### config.mk
export PLATFORM = sky130hd
export DESIGN_NAME = colormap_inverse_lookup
export DESIGN_NICKNAME = d
export VERILOG_FILES = /design/src/rtl/core/cil_pkg.sv /design/src/rtl/core/colormap_inverse_lookup.sv /design/src/rtl/core/cil_anchor_store.sv /design/src/rtl/core/cil_point_gen.sv /design/src/rtl/core/cil_nearest_search.sv
export SDC_FILE = /design/constraint.sdc
export NUM_CORES = 2
export LEC_CHECK = 0
export BUFFER_PORTS_ARGS = -buffer_cell sky130_fd_sc_hd__buf_2
export CAP_MARGIN = 25
export CORE_MARGIN = 3
export CORE_UTILIZATION = 45
export CTS_BUF_LIST = sky130_fd_sc_hd__clkbuf_8
export CTS_CLUSTER_DIAMETER = 150
export DETAILED_ROUTE_END_ITERATION = 6
export PLACE_DENSITY = 0.65
export SYNTH_ARGS = -nofsm -noshare
export SYNTH_HDL_FRONTEND = slang
export SYNTH_SLANG_ARGS = --single-unit
### constraint.sdc
create_clock -name clk_i -period 6.06 [get_ports clk_i]
set_input_delay 0 -clock clk_i [delete_from_list [all_inputs] [get_ports clk_i]]
set_output_delay 0 -clock clk_i [all_outputs]
set_load 0.02 [all_outputs]
### src/rtl/core/cil_pkg.sv
// ----------------------------------------------------------------------------
// cil_pkg
// Shared types, sizes and constants for the palette inverse lookup block.
// ----------------------------------------------------------------------------
package cil_pkg;

  localparam int ANCHOR_COUNT        = 12;
  localparam int TEMP_SPACING        = 2;
  localparam int SUBSTEPS_PER_DEGREE = 10;

  // Fine steps between two neighboring anchors.
  localparam int STEPS      = TEMP_SPACING * SUBSTEPS_PER_DEGREE;
  localparam int POINTS     = (ANCHOR_COUNT - 1) * STEPS + 1;

  localparam int ADDR_W     = $clog2(ANCHOR_COUNT);
  localparam int CNT_W      = $clog2(ANCHOR_COUNT + 1);
  localparam int K_W        = $clog2(STEPS + 1);
  localparam int IDX_W      = $clog2(POINTS);
  localparam int CH_W       = $clog2(255 * STEPS + 1);
  localparam int NUM_W      = $clog2(1023 * STEPS + 1);
  localparam int DIST_W     = $clog2(3 * 255 * STEPS + 1);

  // Floor division by STEPS as a multiply by a rounded-up reciprocal.
  localparam int RECIP_SHIFT = NUM_W + $clog2(STEPS);
  localparam int RECIP       = ((1 << RECIP_SHIFT) + STEPS - 1) / STEPS;
  localparam int RECIP_W     = $clog2(RECIP + 1);
  localparam int PROD_W      = NUM_W + RECIP_W;

  typedef enum logic [0:0] {
    CMD_LOAD  = 1'b0,
    CMD_QUERY = 1'b1
  } cil_cmd_e;

  typedef struct packed {
    cil_cmd_e    command;
    logic [3:0]  anchor_slot;
    logic [7:0]  anchor_red;
    logic [7:0]  anchor_green;
    logic [7:0]  anchor_blue;
    logic [9:0]  anchor_tenths;
    logic [7:0]  pixel_blue;
    logic [7:0]  pixel_green;
    logic [7:0]  pixel_red;
  } cil_in_t;

  typedef struct packed {
    logic [7:0]  match_index;
    logic [9:0]  match_tenths;
    logic [13:0] match_distance;
  } cil_out_t;

  typedef struct packed {
    logic [7:0] red;
    logic [7:0] green;
    logic [7:0] blue;
    logic [9:0] tenths;
  } cil_anchor_t;

  // One interpolated palette point, channels and temperature scaled by STEPS.
  typedef struct packed {
    logic             valid;
    logic             first;
    logic             last;
    logic [IDX_W-1:0] index;
    logic [CH_W-1:0]  red;
    logic [CH_W-1:0]  green;
    logic [CH_W-1:0]  blue;
    logic [NUM_W-1:0] num;
  } cil_point_t;

  typedef enum logic [2:0] {
    GEN_IDLE,
    GEN_LOAD_A,
    GEN_LOAD_B,
    GEN_WALK,
    GEN_LAST
  } gen_state_e;

  typedef enum logic [1:0] {
    SRCH_SCAN,
    SRCH_SCALE,
    SRCH_SEND
  } srch_state_e;

endpackage

### src/rtl/core/colormap_inverse_lookup.sv
// ----------------------------------------------------------------------------
// colormap_inverse_lookup
// Inverse lookup of a thermal false-color palette.
// ----------------------------------------------------------------------------
// Input words carry a command. A load word writes one palette anchor (color
// and temperature) into the anchor memory; it gives no output word. A load
// to a slot beyond the palette is dropped. A query word
// carries a pixel color; the block walks all (ANCHOR_COUNT-1)*STEPS+1
// interpolated palette points, one per cycle from the anchor memory's single
// read port, and returns one output word with the nearest point's index, its
// temperature and the distance. After the edge that accepts a query come two
// anchor reads, the 221 points, then the minimum, temperature scaling and
// output stages. in_ready_o is low while a query is in work, so no new word
// is taken until that query's result is loaded into the output register.
// The output register lets a new word be accepted while a result waits; if
// the receiver stalls, a finished query holds its result and keeps
// in_ready_o low until the output register frees. Reset empties the output
// and returns to idle; anchor contents are undefined until loaded, and
// every anchor must be loaded before the first query.
// ----------------------------------------------------------------------------
module colormap_inverse_lookup (
  input  logic              clk_i,
  input  logic              rst_ni,
  input  logic              in_valid_i,
  output logic              in_ready_o,
  input  cil_pkg::cil_in_t  in_data_i,
  output logic              out_valid_o,
  input  logic              out_ready_i,
  output cil_pkg::cil_out_t out_data_o
);
  import cil_pkg::*;

  logic              busy_q;
  logic              in_fire;
  logic              query_start;
  logic              store_we;
  cil_anchor_t       wdata;
  logic              rd_en;
  logic [ADDR_W-1:0] rd_addr;
  cil_anchor_t       rdata;
  cil_point_t        point;
  logic              done;

  assign in_ready_o  = !busy_q;
  assign in_fire     = in_valid_i && in_ready_o;
  assign query_start = in_fire && (in_data_i.command == CMD_QUERY);
  assign store_we    = in_fire && (in_data_i.command == CMD_LOAD)
                       && (CNT_W'(in_data_i.anchor_slot) < CNT_W'(ANCHOR_COUNT))
                       && ({1'b0, in_data_i.anchor_slot} < 5'(ANCHOR_COUNT));

  assign wdata.red    = in_data_i.anchor_red;
  assign wdata.green  = in_data_i.anchor_green;
  assign wdata.blue   = in_data_i.anchor_blue;
  assign wdata.tenths = in_data_i.anchor_tenths;

  always_ff @(posedge clk_i or negedge rst_ni) begin
    if (!rst_ni) begin
      busy_q <= 1'b0;
    end else if (query_start) begin
      busy_q <= 1'b1;
    end else if (done) begin
      busy_q <= 1'b0;
    end
  end

  cil_anchor_store u_store (
    .clk_i   (clk_i),
    .we_i    (store_we),
    .waddr_i (ADDR_W'(in_data_i.anchor_slot)),
    .wdata_i (wdata),
    .re_i    (rd_en),
    .raddr_i (rd_addr),
    .rdata_o (rdata)
  );

  cil_point_gen u_gen (
    .clk_i     (clk_i),
    .rst_ni    (rst_ni),
    .start_i   (query_start),
    .rdata_i   (rdata),
    .rd_en_o   (rd_en),
    .rd_addr_o (rd_addr),
    .point_o   (point)
  );

  cil_nearest_search u_search (
    .clk_i         (clk_i),
    .rst_ni        (rst_ni),
    .start_i       (query_start),
    .pixel_blue_i  (in_data_i.pixel_blue),
    .pixel_green_i (in_data_i.pixel_green),
    .pixel_red_i   (in_data_i.pixel_red),
    .point_i       (point),
    .out_ready_i   (out_ready_i),
    .out_valid_o   (out_valid_o),
    .out_data_o    (out_data_o),
    .done_o        (done)
  );

endmodule

### src/rtl/core/cil_anchor_store.sv
// ----------------------------------------------------------------------------
// cil_anchor_store
// Palette anchor memory: one write port, one read port with registered data.
// ----------------------------------------------------------------------------
module cil_anchor_store (
  input  logic                      clk_i,
  input  logic                      we_i,
  input  logic [cil_pkg::ADDR_W-1:0] waddr_i,
  input  cil_pkg::cil_anchor_t      wdata_i,
  input  logic                      re_i,
  input  logic [cil_pkg::ADDR_W-1:0] raddr_i,
  output cil_pkg::cil_anchor_t      rdata_o
);
  import cil_pkg::*;

  cil_anchor_t mem [ANCHOR_COUNT];
  cil_anchor_t rdata_q;

  always_ff @(posedge clk_i) begin
    if (we_i) begin
      mem[waddr_i] <= wdata_i;
    end
  end

  // Read data holds until the next read.
  always_ff @(posedge clk_i) begin
    if (re_i) begin
      rdata_q <= mem[raddr_i];
    end
  end

  assign rdata_o = rdata_q;

endmodule

### src/rtl/core/cil_point_gen.sv
// ----------------------------------------------------------------------------
// cil_point_gen
// Walks the anchor memory and produces one interpolated palette point a cycle.
// ----------------------------------------------------------------------------
module cil_point_gen (
  input  logic                       clk_i,
  input  logic                       rst_ni,
  input  logic                       start_i,
  input  cil_pkg::cil_anchor_t       rdata_i,
  output logic                       rd_en_o,
  output logic [cil_pkg::ADDR_W-1:0] rd_addr_o,
  output cil_pkg::cil_point_t        point_o
);
  import cil_pkg::*;

  gen_state_e        state_q, state_d;
  logic [CNT_W-1:0]  rd_cnt_q;
  logic [ADDR_W-1:0] seg_q;
  logic [K_W-1:0]    k_q;
  logic [IDX_W-1:0]  idx_q;
  logic [CH_W-1:0]   cr_q, cg_q, cb_q;
  logic [NUM_W-1:0]  num_q;
  logic signed [8:0]  dr_q, dg_q, db_q;
  logic signed [10:0] dt_q;
  cil_anchor_t       prev_q;

  logic seg_end;
  logic walk_done;
  logic more_reads;
  logic signed [8:0]  dr_new, dg_new, db_new;
  logic signed [10:0] dt_new;

  assign seg_end    = (k_q == K_W'(STEPS - 1));
  assign walk_done  = (seg_q == ADDR_W'(ANCHOR_COUNT - 2));
  assign more_reads = (rd_cnt_q < CNT_W'(ANCHOR_COUNT));

  assign dr_new = $signed({1'b0, rdata_i.red})    - $signed({1'b0, prev_q.red});
  assign dg_new = $signed({1'b0, rdata_i.green})  - $signed({1'b0, prev_q.green});
  assign db_new = $signed({1'b0, rdata_i.blue})   - $signed({1'b0, prev_q.blue});
  assign dt_new = $signed({1'b0, rdata_i.tenths}) - $signed({1'b0, prev_q.tenths});

  always_comb begin
    state_d = state_q;
    case (state_q)
      GEN_IDLE:   if (start_i) state_d = GEN_LOAD_A;
      GEN_LOAD_A: state_d = GEN_LOAD_B;
      GEN_LOAD_B: state_d = GEN_WALK;
      GEN_WALK:   if (seg_end && walk_done) state_d = GEN_LAST;
      GEN_LAST:   state_d = GEN_IDLE;
      default:    state_d = GEN_IDLE;
    endcase
  end

  always_comb begin
    rd_en_o   = 1'b0;
    rd_addr_o = rd_cnt_q[ADDR_W-1:0];
    point_o   = '0;
    case (state_q)
      GEN_IDLE: begin
        rd_en_o   = start_i;
        rd_addr_o = '0;
      end
      GEN_LOAD_A: rd_en_o = 1'b1;
      GEN_LOAD_B: rd_en_o = more_reads;
      GEN_WALK: begin
        rd_en_o       = seg_end && !walk_done && more_reads;
        point_o.valid = 1'b1;
        point_o.first = (idx_q == '0);
      end
      GEN_LAST: begin
        point_o.valid = 1'b1;
        point_o.last  = 1'b1;
      end
      default: rd_en_o = 1'b0;
    endcase
    point_o.index = idx_q;
    point_o.red   = cr_q;
    point_o.green = cg_q;
    point_o.blue  = cb_q;
    point_o.num   = num_q;
  end

  always_ff @(posedge clk_i or negedge rst_ni) begin
    if (!rst_ni) begin
      state_q  <= GEN_IDLE;
      rd_cnt_q <= '0;
      seg_q    <= '0;
      k_q      <= '0;
      idx_q    <= '0;
    end else begin
      state_q <= state_d;
      if (rd_en_o) begin
        rd_cnt_q <= (state_q == GEN_IDLE) ? CNT_W'(1) : rd_cnt_q + CNT_W'(1);
      end
      case (state_q)
        GEN_LOAD_B: begin
          seg_q <= '0;
          k_q   <= '0;
          idx_q <= '0;
        end
        GEN_WALK: begin
          idx_q <= idx_q + IDX_W'(1);
          if (seg_end) begin
            k_q <= '0;
            if (!walk_done) begin
              seg_q <= seg_q + ADDR_W'(1);
            end
          end else begin
            k_q <= k_q + K_W'(1);
          end
        end
        default: ;
      endcase
    end
  end

  // Running interpolation: each fine step adds the anchor difference, so the
  // end of one segment lands exactly on the start of the next.
  always_ff @(posedge clk_i) begin
    case (state_q)
      GEN_LOAD_A: begin
        cr_q   <= CH_W'(rdata_i.red * STEPS);
        cg_q   <= CH_W'(rdata_i.green * STEPS);
        cb_q   <= CH_W'(rdata_i.blue * STEPS);
        num_q  <= NUM_W'(rdata_i.tenths * STEPS);
        prev_q <= rdata_i;
      end
      GEN_LOAD_B: begin
        dr_q   <= dr_new;
        dg_q   <= dg_new;
        db_q   <= db_new;
        dt_q   <= dt_new;
        prev_q <= rdata_i;
      end
      GEN_WALK: begin
        cr_q  <= cr_q + CH_W'(dr_q);
        cg_q  <= cg_q + CH_W'(dg_q);
        cb_q  <= cb_q + CH_W'(db_q);
        num_q <= num_q + NUM_W'(dt_q);
        if (seg_end && !walk_done) begin
          dr_q   <= dr_new;
          dg_q   <= dg_new;
          db_q   <= db_new;
          dt_q   <= dt_new;
          prev_q <= rdata_i;
        end
      end
      default: ;
    endcase
  end

endmodule

### src/rtl/core/cil_nearest_search.sv
// ----------------------------------------------------------------------------
// cil_nearest_search
// Distance of each palette point to the pixel, running minimum, final scaling
// of the temperature and the output register.
// ----------------------------------------------------------------------------
module cil_nearest_search (
  input  logic                clk_i,
  input  logic                rst_ni,
  input  logic                start_i,
  input  logic [7:0]          pixel_blue_i,
  input  logic [7:0]          pixel_green_i,
  input  logic [7:0]          pixel_red_i,
  input  cil_pkg::cil_point_t point_i,
  input  logic                out_ready_i,
  output logic                out_valid_o,
  output cil_pkg::cil_out_t   out_data_o,
  output logic                done_o
);
  import cil_pkg::*;

  srch_state_e state_q, state_d;

  logic [CH_W-1:0]   pr_q, pg_q, pb_q;

  logic              a_valid_q, a_first_q, a_last_q;
  logic [DIST_W-1:0] a_dist_q;
  logic [IDX_W-1:0]  a_idx_q;
  logic [NUM_W-1:0]  a_num_q;

  logic [DIST_W-1:0] best_dist_q;
  logic [IDX_W-1:0]  best_idx_q;
  logic [NUM_W-1:0]  best_num_q;
  logic [PROD_W-1:0] prod_q;

  logic              out_valid_q;
  cil_out_t          out_data_q;

  logic [CH_W-1:0]   diff_r, diff_g, diff_b;
  logic [DIST_W-1:0] pt_dist;
  logic              load_out;

  assign diff_r  = (pr_q > point_i.red)   ? pr_q - point_i.red   : point_i.red - pr_q;
  assign diff_g  = (pg_q > point_i.green) ? pg_q - point_i.green : point_i.green - pg_q;
  assign diff_b  = (pb_q > point_i.blue)  ? pb_q - point_i.blue  : point_i.blue - pb_q;
  assign pt_dist = DIST_W'(diff_r) + DIST_W'(diff_g) + DIST_W'(diff_b);

  always_comb begin
    state_d = state_q;
    case (state_q)
      SRCH_SCAN:  if (a_valid_q && a_last_q) state_d = SRCH_SCALE;
      SRCH_SCALE: state_d = SRCH_SEND;
      SRCH_SEND:  if (!out_valid_q || out_ready_i) state_d = SRCH_SCAN;
      default:    state_d = SRCH_SCAN;
    endcase
  end

  always_comb begin
    load_out = 1'b0;
    case (state_q)
      SRCH_SEND: load_out = !out_valid_q || out_ready_i;
      default:   load_out = 1'b0;
    endcase
  end

  always_ff @(posedge clk_i or negedge rst_ni) begin
    if (!rst_ni) begin
      state_q     <= SRCH_SCAN;
      a_valid_q   <= 1'b0;
      a_first_q   <= 1'b0;
      a_last_q    <= 1'b0;
      out_valid_q <= 1'b0;
    end else begin
      state_q   <= state_d;
      a_valid_q <= point_i.valid;
      a_first_q <= point_i.first;
      a_last_q  <= point_i.last;
      if (load_out) begin
        out_valid_q <= 1'b1;
      end else if (out_ready_i) begin
        out_valid_q <= 1'b0;
      end
    end
  end

  always_ff @(posedge clk_i) begin
    if (start_i) begin
      pr_q <= CH_W'(pixel_red_i * STEPS);
      pg_q <= CH_W'(pixel_green_i * STEPS);
      pb_q <= CH_W'(pixel_blue_i * STEPS);
    end
    a_dist_q <= pt_dist;
    a_idx_q  <= point_i.index;
    a_num_q  <= point_i.num;
    // Strict compare keeps the lowest index on a tie.
    if (a_valid_q && (a_first_q || (a_dist_q < best_dist_q))) begin
      best_dist_q <= a_dist_q;
      best_idx_q  <= a_idx_q;
      best_num_q  <= a_num_q;
    end
    if (state_q == SRCH_SCALE) begin
      prod_q <= PROD_W'(best_num_q) * PROD_W'(RECIP);
    end
    if (load_out) begin
      out_data_q.match_index    <= 8'(best_idx_q);
      out_data_q.match_tenths   <= 10'(prod_q >> RECIP_SHIFT);
      out_data_q.match_distance <= 14'(best_dist_q);
    end
  end

  assign out_valid_o = out_valid_q;
  assign out_data_o  = out_data_q;
  assign done_o      = load_out;

endmodule

; ---- After elaboration in Yosys (flattened, before gate mapping)
; Memory sizes are Yosys's and may differ from the RTL's. A register that Yosys moved wholly into a read port is not among the register bits.
; Index checks and enable logic that the tools add are counted.
[op_classes]
add_sub_neg = 20
mul = 8
n_lt_le_gt_ge = 7
eq_ne = 15
n_mux = 42
bitwise_logic = 1
n_reduce_logical = 30
[ops]
columns = cell, n
row1 = $pmux 13 s2, 3
row2 = $sub 13x13->13, 6
row3 = $pmux 34 s2, 1
row4 = $mul 8x3->11 const B, 6
row5 = $pmux 9 s2, 3
row6 = $add 13x13->13, 3
row7 = $gt 13x13->1, 3
row8 = $mux 13, 3
row9 = $mux 34, 1
row10 = $mul 15x16->30 const B, 1
row11 = $pmux 15 s2, 1
row12 = $mux 9, 3
row13 = $sub 8x8->9, 3
row14 = $pmux 11 s2, 1
row15 = $mux 4, 4
row16 = $pmux 8 s2, 1
row17 = $add 15x15->15, 1
row18 = $add 13x13->14, 1
row19 = $add 14x13->14, 1
row20 = $lt 14x14->1, 1
row21 = $mul 10x3->13 const B, 1
row22 = $lt 4x4->1 const B, 3
row23 = $ne 2x1->1 const B, 6
row24 = $pmux 3 s4, 1
row25 = 32 further kinds, 65
[word_totals]
regBits = 326
ram_bits = 408
in_bits = 67
output_inout_bits = 34
word_cells = 160
mem_count = 1
[mem_list]
columns = memory, depth, width, rd, rd_ports_with_merged_regs, write_ports, line
row1 = u_store.mem, 12, 34, 1, 1, 1, cil_anchor_store.sv:16  ; cil_anchor_t mem [ANCHOR_COUNT];

; ---- Logic depth before layout (Yosys ltp)
[depth]
depth_word = 7
depth_mapped = 22
depth_no_buf = 20

; ---- By module
; From an unflattened synthesis, not the netlist that was laid out.
[unflattened]
cells_unflattened = 2930
hier_area_um2 = 39808.2
[by_module_without_submodules]
columns = module, instances, cells_each, area_each_um2, seq_area_each_um2
row1 = cil_anchor_store, 1, 705, 16424.5, 13272.7
row2 = cil_nearest_search, 1, 1171, 12687.2, 4254.1
row3 = cil_point_gen, 1, 1047, 10631.4, 4384.2
row4 = colormap_inverse_lookup, 1, 7, 65.1, 25.0

; ---- Worst setup path after synthesis
; No wires, ideal clock.
[synth_path]
path_kind = flip-flop to flip-flop
startpoint = register u_search.best_num_q[9]
endpoint = register u_search.prod_q[29] (data pin)
setup_ns = 0.264
arrival_ns = 4.899
required_time_ns = 5.796
slack_ns = 0.897
stages_incl_launch_ff = 20
n_path_buf = 0
period_less_slack_ns = 5.163
path_cell_list = edfxtp_1 > ha_1 > inv_1 > fa_1 > fa_1 > inv_1 > ha_1 > a21o_1 > fa_1 > inv_1 > fa_1 > inv_1 > ha_1 > and3_1 > a22o_1 > o21ba_1 > o31a_1 > a211oi_2 > o41ai_2 > xnor2_1
[synth_via]
elab_chain_cells = 1
[synth_rtl]
columns = element, line
row1 = from (decl), cil_nearest_search.sv:32  ; logic [NUM_W-1:0] best_num_q;
row2 = from (signal assigned), cil_nearest_search.sv:98  ; best_num_q <= a_num_q;
row3 = $mul 15x16->30, cil_nearest_search.sv:101  ; prod_q <= PROD_W'(best_num_q) * PROD_W'(RECIP);
row4 = to (signal assigned), cil_nearest_search.sv:101
row5 = to (decl), cil_nearest_search.sv:33  ; logic [PROD_W-1:0] prod_q;
; No other way between the ends.
; A chain may end at the register's enable or synchronous reset.

; ---- Final worst setup path
; Ends and elaborated chain as after synthesis.

==> flow_metrics.py <==
metrics = {
    "outcome": {
        "outcome": "finished clean",
    },
    "power_and_ir_drop": {
        "clock_power_share_pct": 15.3,
        "power.internal_mw": 16.13,
        "p_sw_mw": 11.78,
        "power_leakage_nw": 18.96,
        "p_seq_share_pct": 23.5,
        "p_per_area_nw_per_um2": 604.7,
        "pwr-share-comb_pct": 61.2,
        "p_sw_share_pct": 42.19,
        "ir_drop_uv": 1958,
    },
    "critical_path": {
        "critPathKind": "register to register",
        "cp_data_required_time_ps": 6530,
        "crit_path_end_kind": "register",
        "worstPathArrival_ps": 6030,
        "crit_fanout": 5,
        "start_kind": "register",
    },
    "global_routing": {
        "antenna_found_initial": 6,
        "first_global_vias": 25860,
        "grt_pass1_wl_mm": 138.4,
        "grt_util_all_layers_pct": 18.44,
        "grt_max_degree": 78,
        "grt_overflow_total": 0,
    },
    "layout": {
        "area_delta_synth_final_pct": 12.85,
        "seq_area_sq_um": 21940,
        "final_cell_mix": "680 x edfxtp_1, 377 x ha_1, 350 x inv_1",
        "final_area_sq_um": 46150,
        "layout_commonest_cell": "edfxtp_1",
        "drive_gt1_share_pct": 11.37,
        "fin_nets": 4126,
        "multi_input_area_sq_um": 17440,
        "fillers": 7707,
    },
    "die": {
        "core-area_sq_um": 89190,
        "ioPinCount": 101,
        "initial_core_util_pct": 45.85,
        "rows": 109,
        "die_h_um": 307.5,
        "design.die.area_sq_um": 94530,
        "die_w_um": 307.5,
    },
    "sta": {
        "worst_pin_slew_ps": 919.6,
        "slew_headroom_pct": 38.69,
        "hold_viol_final": 0,
        "setup_viol": 0,
        "max_freq_mhz": 179.9,
        "timing.setup.tns_ps": 0,
        "finalCritPeriodShare_pct": 91.70,
        "slew_violations": 0,
        "skew_ps": 58.06,
        "period_needed_ps": 5557,
        "rsz0062_at_grt": "false",
    },
    "synthesis": {
        "yosysWarnings": 0,
        "synth_compound_area_share_pct": 11.69,
        "synthAdderAreaFrac_pct": 15.74,
        "syn_area_sq_um": 40900,
        "synthSimpleGateAreaFrac_pct": 7.009,
        "netlist_instances": 3347,
        "synthFlopType": "edfxtp_1",
        "synth_top_family_by_area": "adder cells",
        "ys_types": 85,
        "synth-seq-cells": 748,
        "synthMuxAreaShare_pct": 4.323,
        "ys_seq_area_share_pct": 53.64,
        "synth-xor-area-share_pct": 3.555,
        "avgSynthCellArea_sq_um": 12.22,
        "synth-async-reset-ratio_pct": 4.144,
        "syn_nets": 3877,
        "synth_edf_count": 680,
    },
    "drt": {
        "ant_nets": 0,
        "detail_route.iter0.violations": 1799,
        "vias_per_cell": 5.278,
        "drc": 0,
        "wl_mm": 85.90,
        "num_vias": 25670,
        "wire_per_inst_um": 17.66,
        "dr.pass1.iters": 7,
    },
    "flow_run": {
        "cap_violations": 0,
    },
    "clock_network": {
        "clk_pin_slew_ps": 70,
        "ctsResizeCount": 0,
        "cts_tree": "yes",
        "clockBufferDepth": 3,
        "clock-sinks": 748,
        "cts_inserted_buffers": 130,
        "root_buffer": "clkbuf_8",
        "post_cts_buffers": 0,
        "htree_levels": 4,
        "clk_latency_ps": 790,
    },
    "place": {
        "numPortBuffers": 100,
        "dpl.hpwl_mm": 56.08,
        "place.gp.congestion": 0.8391,
        "placed_area_sq_um": 42790,
    },
    "min_path": {
        "hold_class": "input pin to register",
    },
}
kinds of logic after synthesis:
kind of cell	after synthesis
XOR/XNOR	166
AO/OA/AOI/OAI	764
flip-flops	748
buffers and inverters	422
adder cells (fa/ha/maj)	463
multiplexers	168
AND/OR/NAND/NOR	616
routing by layer:
| layer | vias up | global-route usage, % | wire length (um) |
|---|---|---|---|
| met5 | - | 0 | 7 |
| met4 | 2 | 5.564 | 1559 |
| met3 | 125 | 3.851 | 4549 |
| met2 | 592 | 29.89 | 39710 |
| met1 | 12270 | 25.06 | 40070 |
| li1 | 12680 | - | - |
stage by stage:
| stage | power, mW | worst slack (ps) | utilization, % | hold WS (ps) | cells |
|---|---|---|---|---|---|
| global route | 31.23 | 195.8 | 51.74 | 46.76 | 4863 |
| floorplan | 20.05 | 896.9 | - | -295.6 | 3347 |
| detailed placement | 23.76 | 580.0 | 47.98 | 115.7 | 4536 |
| CTS | 28.36 | 498.4 | 51.71 | 3.557 | 4858 |
| global placement | 23.59 | 648.7 | 47.95 | 114.0 | 4535 |
| finish | 27.91 | 502.9 | 51.74 | 80.41 | 4863 |
synth_stat cells (32+ instances only):
master    count  area, sq um
a21o_1       87        653.1
a21oi_1     237         1186
a31oi_1      42        262.8
clkbuf_1     68        255.2
dfxtp_1      37        740.7
edfxtp_1    680        20420
fa_1         86         1722
ha_1        377         4717
inv_1       309         1160
mux2_2       68        765.7
mux2i_1      99        991.0
nand2_1     199        747.0
nand3_1      61        305.3
nor2_1      164        615.6
nor2b_1      69        431.7
nor3_1       32        160.2
o21ai_0     161        805.8
o21ai_1      48        240.2
o221ai_1     35        306.5
xnor2_1      90        788.3
xor2_1       76        665.6
flip-flops by register name, indices dropped and copies added (netlist names), 8 cells and up:
register / count
u_store.mem: 408
u_gen.prev_q: 34
u_store.rdata_o: 34
u_search.out_data_o: 32
u_gen.num_q: 15
u_search.a_num_q: 15
u_search.best_num_q: 15
u_search.a_dist_q: 14
u_search.best_dist_q: 14
u_gen.cb_q: 13
u_gen.cg_q: 13
u_gen.cr_q: 13
u_gen.dt_q: 11
u_search.pb_q: 11
u_search.pg_q: 11
u_search.pr_q: 11
u_search.prod_q: 10
u_gen.db_q: 9
u_gen.dg_q: 9
u_gen.dr_q: 9
u_gen.idx_q: 8
u_search.a_idx_q: 8
u_search.best_idx_q: 8
power groups by stage:
stage | registers [mW] | logic (mW) | clock network (mW)
6_report | 6.55 | 17.1 | 4.27
3_5_place_dp | 6.66 | 17.1 | 0
5_1_grt | 6.55 | 20.0 | 4.64
2_1_floorplan | 6.63 | 13.4 | 0
4_1_cts | 6.56 | 17.4 | 4.39
3_3_place_gp | 6.65 | 16.9 | 0
path summary, 6_finish.rpt:
kind	depth (start not counted)	slack (ps)	endpoint	from
max	19	500	u_search.prod_q[29]	u_search.best_num_q[9]
min	3	80	u_search.pg_q[4]	in_data_i[10]
max reg2reg	19	500	u_search.prod_q[29]	u_search.best_num_q[9]
min reg2reg	0	380	u_search.a_num_q[10]	u_gen.num_q[10]
max in group asynchronous	4	5590	u_gen.rd_cnt_q[1]	rst_ni
min in group asynchronous	4	270	u_search.out_valid_o	rst_ni
worst max-delay path: stages (launching register included):
cell and delay, ps:
edfxtp_1 490, ha_1 360, inv_1 60, fa_1 550, fa_1 510, inv_1 40, ha_1 310, a21o_1 200
fa_1 490, inv_1 50, fa_1 470, inv_1 40, ha_1 290, and3_1 190, a22o_1 210, o21ba_1 210
o31a_1 190, a211oi_2 120, o41ai_2 320, xnor2_1 120
final cells by class:
class,count,share of cell area [%]
multi-input cells,2177,37.79
clock buffers,132,3.937
repair buffers,229,3.774
clock inverters,98,1.253
diodes,4,0.02169
well taps,1165,3.158
flip-flops and latches,748,47.55
inverters,310,2.521
timing repair:
item / CTS / global route
endpoints found under the setup margin: 0 / 0
endpoints found under the hold margin: 604 / 0
hold buffers: 92 / 0
(Power assumes the default switching activity.)
